$ cat config.mk
export PLATFORM = sky130hd
export DESIGN_NAME = tch_cordic
export DESIGN_NICKNAME = d
export VERILOG_FILES = /design/src/rtl/tch_pkg.sv /design/src/rtl/tch_cordic.sv
export SDC_FILE = /design/constraint.sdc
export NUM_CORES = 1
export LEC_CHECK = 0
export BUFFER_PORTS_ARGS = -buffer_cell sky130_fd_sc_hd__buf_2
export CORE_MARGIN = 1
export CORE_UTILIZATION = 30
export CTS_BUF_LIST = sky130_fd_sc_hd__clkbuf_4 sky130_fd_sc_hd__clkbuf_8
export DETAILED_ROUTE_END_ITERATION = 7
export GPL_TIMING_DRIVEN = 0
export PLACE_DENSITY = 0.43
export RECOVER_POWER = 50
export SYNTH_ARGS = -nofsm -noshare
export SYNTH_HDL_FRONTEND = slang
export SYNTH_SLANG_ARGS = --single-unit
$ cat constraint.sdc
create_clock -name aclk -period 5.83 [get_ports aclk]
set_clock_uncertainty 0.05 [all_clocks]
set_input_delay 0.2915 -clock aclk [delete_from_list [all_inputs] [get_ports aclk]]
set_output_delay 0.2915 -clock aclk [all_outputs]
set_load 0.02 [all_outputs]
$ cat src/rtl/tch_pkg.sv
// package for the tilt compensated height integrator
// constants, arctangent table and field widths; no dependencies
`default_nettype none
package tch_pkg;
    localparam int CordicIterations = 16;
    localparam int AtanEntries = 24;
    localparam int IterCount = (CordicIterations < AtanEntries) ? CordicIterations : AtanEntries;
    localparam int IterWidth = $clog2(AtanEntries + 1);
    localparam logic signed [33:0] CordicGainInv = 34'sd652032874;
    localparam logic [15:0] StepReset = 16'd328;
    localparam logic [19:0] GravityReset = 20'd642690;
    localparam logic [0:0] CfgStepIdx = 1'b0;
    localparam logic [0:0] CfgGravityIdx = 1'b1;

    function automatic logic [29:0] atan_lookup(input logic [IterWidth-1:0] idx);
        logic [29:0] r;
        begin
            unique case (idx)
                5'd0: r = 30'd536870912;
                5'd1: r = 30'd316933406;
                5'd2: r = 30'd167458907;
                5'd3: r = 30'd85004756;
                5'd4: r = 30'd42667331;
                5'd5: r = 30'd21354465;
                5'd6: r = 30'd10679838;
                5'd7: r = 30'd5340245;
                5'd8: r = 30'd2670163;
                5'd9: r = 30'd1335087;
                5'd10: r = 30'd667544;
                5'd11: r = 30'd333772;
                5'd12: r = 30'd166886;
                5'd13: r = 30'd83443;
                5'd14: r = 30'd41722;
                5'd15: r = 30'd20861;
                5'd16: r = 30'd10430;
                5'd17: r = 30'd5215;
                5'd18: r = 30'd2608;
                5'd19: r = 30'd1304;
                5'd20: r = 30'd652;
                5'd21: r = 30'd326;
                5'd22: r = 30'd163;
                5'd23: r = 30'd81;
                default: r = 30'd0;
            endcase
            return r;
        end
    endfunction

    function automatic logic signed [31:0] sat32(input logic signed [63:0] v);
        begin
            if (v > 64'sd2147483647) return 32'sh7fffffff;
            if (v < -64'sd2147483648) return 32'sh80000000;
            return v[31:0];
        end
    endfunction
endpackage
`default_nettype wire

$ cat src/rtl/tch_cordic.sv
// iterative rotation cordic, one micro-rotation per cycle
// depends on tch_pkg
`default_nettype none
module tch_cordic
    import tch_pkg::*;
(
    input  wire logic               aclk,
    input  wire logic               aresetn,
    input  wire logic               start,
    input  wire logic signed [15:0] angle,
    output logic                    done,
    output logic signed [33:0]      sin_out,
    output logic signed [33:0]      cos_out
);
    logic signed [33:0] x_reg, y_reg;
    logic signed [33:0] z_reg;
    logic neg_reg, busy_reg;
    logic [IterWidth-1:0] i_reg;
    logic signed [33:0] z0;
    logic signed [33:0] xs, ys, at;

    always_comb begin
        z0 = {{2{angle[15]}}, angle, 16'd0};
        xs = x_reg >>> i_reg;
        ys = y_reg >>> i_reg;
        at = {4'd0, atan_lookup(i_reg)};
    end

    assign sin_out = neg_reg ? -y_reg : y_reg;
    assign cos_out = neg_reg ? -x_reg : x_reg;

    always_ff @(posedge aclk) begin
        done <= 1'b0;
        if (!aresetn) begin
            busy_reg <= 1'b0;
            i_reg <= '0;
        end else if (start) begin
            busy_reg <= 1'b1;
            i_reg <= '0;
            x_reg <= CordicGainInv;
            y_reg <= '0;
            if (z0 > 34'sd1073741824) begin
                z_reg <= z0 - 34'sd2147483648;
                neg_reg <= 1'b1;
            end else if (z0 < -34'sd1073741824) begin
                z_reg <= z0 + 34'sd2147483648;
                neg_reg <= 1'b1;
            end else begin
                z_reg <= z0;
                neg_reg <= 1'b0;
            end
        end else if (busy_reg) begin
            if (z_reg >= 0) begin
                x_reg <= x_reg - ys;
                y_reg <= y_reg + xs;
                z_reg <= z_reg - at;
            end else begin
                x_reg <= x_reg + ys;
                y_reg <= y_reg - xs;
                z_reg <= z_reg + at;
            end
            i_reg <= i_reg + 1'b1;
            if (i_reg == IterWidth'(IterCount - 1)) begin
                busy_reg <= 1'b0;
                done <= 1'b1;
            end
        end
    end
endmodule
`default_nettype wire

==> key figures <==
Run status
  • Status: finished with violations
  • Violated checks: max-capacitance violations, max-slew violations, negative setup slack

Route
  • Vias per inst: 6.012
  • Wirelength per Cell: 29.83 um
  • Antenna-violating nets left: 0
  • Initial DRC Count: 2328
  • WL final: 99480 um
  • Initial DRT Pass Iterations: 7
  • Vias after detailed routing: 20050
  • Post-route DRC: 0

Floorplan
  • Die ar.: 63960 sq um
  • Core Area: 61940 sq um
  • Num rows: 91
  • I/O pin count: 88
  • Die Span Y: 252.9 um
  • Die width: 252.9 um
  • Initial Util: 30.49%

Global routing
  • Pin count of the biggest net entering global routing: 42
  • Number of global-route vias before repair: 19110
  • GRT Total Usage: 30.68%
  • Initial antenna violation count: 0
  • Grt ovf: 0
  • Global-route wire length before repair: 139400 um

Critical path
  • Worst Setup Start Kind: flip-flop
  • Crit end category: flip-flop
  • Data arrival, critical path: 6.50 ns
  • Worst EP required: 6.20 ns
  • Crit Path Max Fanout: 10
  • WS Path Type: reg2reg
  • Flop-to-flop setup slack: -0.30 ns

Synth
  • Leading register cell type out of synthesis: edfxtp_1
  • Post-synthesis sequential area ratio: 20.30%
  • Most frequent cells after synthesis: nand2_1 (240), nor2_1 (189), o21ai_0 (167)
  • Area contributors post-synth: edfxtp_1 (16%), mux4_2 (8.9%), ha_1 (7.5%)
  • FF+latch count, synth: 140
  • Top-area cell type share of the netlist area: 16.38%
  • Count leader, synth: nand2_1
  • Mapped Nets: 2393
  • Distinct cells, synth: 101
  • Synth Instances: 2258
  • Syn Area/Cell: 8.364 sq um
  • Synth area leader: edfxtp_1
  • Ys async rst share: 0%
  • Yosys synthesis warning count: 0
  • Post-Syn Area: 18890 sq um
  • Post-synth EDFFs: 103

Cells and area
  • Final Core Density: 37.25%
  • Fraction of layout cells with a size suffix above 1: 24.08%
  • Layout area overhead: 22.17%
  • Nets: 2618
  • Post-route insts no fill: 3335

Timing
  • Final Hold Viols: 0
  • RSZ-0062 raised after global routing: yes
  • Worst rel slew slack: -51.82%
  • F_max: 163.1 MHz
  • Max-slew violation count: 36
  • Period utilization: 105.1%
  • Final setup viols: 13
  • Setup WS post-layout: -0.2999 ns
  • Pin slew with the least headroom to its limit: 2.277 ns
  • Minimum clock period: 6.130 ns
  • Hold_ws: 0.05436 ns

Power and ir drop
  • Max IR drop VDD: 0.1863 mV
  • Pwr Density: 442.6 nW/um^2
  • Leakage Power: 8.803 nW

CTS
  • CTS clock-pin slew for the worst setup and hold paths: 0.12 ns
  • Clk buf depth: 2
  • TritonCTS clock tree: built
  • CTS sink cnt: 140
  • Clock latency on the worst-skew pair: 0.60 ns
  • Clk Tree Root Cell: clkbuf_8
  • CTS Buf Count: 17
  • H-tree depth: 4

Placed design
  • I/O Buffers: 87
  • Dpl hpwl: 75840 um
  • Placed cells: 3184
  • Setup WS pre-CTS: -3.212 ns
  • Final Wtd Congestion: 1.039

Hold path
  • Hold Crit Class: in2reg

Run
  • Max_cap viols: 1
==> routing by layer <==
layer  global-route usage [%]  wire length, um  part of all wire [%]
met5                        0                0                     0
met4                    16.69             6216                   6.2
met3                    5.592             7284                   7.3
met2                    48.93            44690                    45
met1                    39.09            41300                    42
==> worst max-delay path: stages (launching register included) <==
cell and delay [ns]:
edfxtp_1 0.47, clkbuf_1 0.60, mux4_2 0.39, mux2_2 0.34
nor2_1 0.07, nor3_1 0.66, a31oi_2 0.05, buf_4 0.23
nor4b_4 0.14, buf_4 0.20, nand2_1 0.16, nand2_1 0.12
xor2_2 0.23, ha_2 0.42, nand4_1 0.14, o21bai_1 0.25
a221oi_2 0.12, nand2_1 0.14, a31oi_4 0.06, o31ai_4 0.24
a21boi_2 0.12, o211a_1 0.23, or4_1 0.39, mux2i_1 0.14
==> where the power goes <==
part	leakage (nW)	total (mW)	internal [mW]	switching [mW]
registers	1.29	1.74	1.42	0.316
clock network	0.166	0.845	0.305	0.540
logic	7.35	7.63	3.12	4.51
==> timing repair <==
item                       in CTS  in global routing
pin swaps                      43                 60
setup endpoints to repair      79                 31
resized for setup             267                110
hold endpoints to repair       16                  0
hold buffers                   15                  0
gates cloned                    1                  0
buffers inserted               62                 42
==> logic make-up after synthesis <==
family          count (synthesis)  synth area share [%]
compound gates                653                 22.82
xor+xnor                      236                 10.94
fa+ha+maj                     116                 7.804
buf+inv                       225                 5.247
flops                         140                 20.30
mux                           175                 14.63
simple gates                  713                 18.25
==> through the flow <==
stage	power [mW]	TNS (ns)	instance area [sq um]
3_5_place_dp	8.256	-106.59	20440
5_1_grt	10.83	-3.927	23070
4_1_cts	9.666	-0.08651	22440
3_3_place_gp	8.264	-126.90	20370
2_1_floorplan	6.281	0	18890
6_report	10.21	-1.802	23070
==> cell type report <==
class	instances	area, sq um
antenna	2	5.005
buffer	164	1152
clock buffer	18	241.5
clock inverter	14	110.1
fill	6497	38870
inverter	59	229.0
multi-input combinational	1893	15030
sequential	140	3844
tap	837	1047
timing repair buffer	208	1413
==> layout by cell type (no fill, tap or decap), drive strengths merged, types with 101 or more instances in the layout <==
cell type	Yosys	layout
nor2	189	189
clkbuf	108	133
a21oi	135	135
edfxtp	103	103
nand2	240	240
buf	58	241
xnor2	135	135
xor2	101	101
ha	113	113
o21ai	174	174
==> path summary, 6_finish.rpt <==
| check | from | end | depth (start not counted) |
|---|---|---|---|
| setup / recovery | y_reg[22]$_SDFFCE_PP0P_ | x_reg[33]$_SDFFCE_PP0P_ | 23 |
| hold / removal | angle[15] | neg_reg$_SDFFCE_PP1P_ | 3 |
| setup reg to reg | y_reg[22]$_SDFFCE_PP0P_ | x_reg[33]$_SDFFCE_PP0P_ | 23 |
| hold reg to reg | at[0]$_DFF_P_ | z_reg[0]$_SDFFCE_PP0P_ | 2 |
Note: power is estimated with default switching activity, not from simulation.
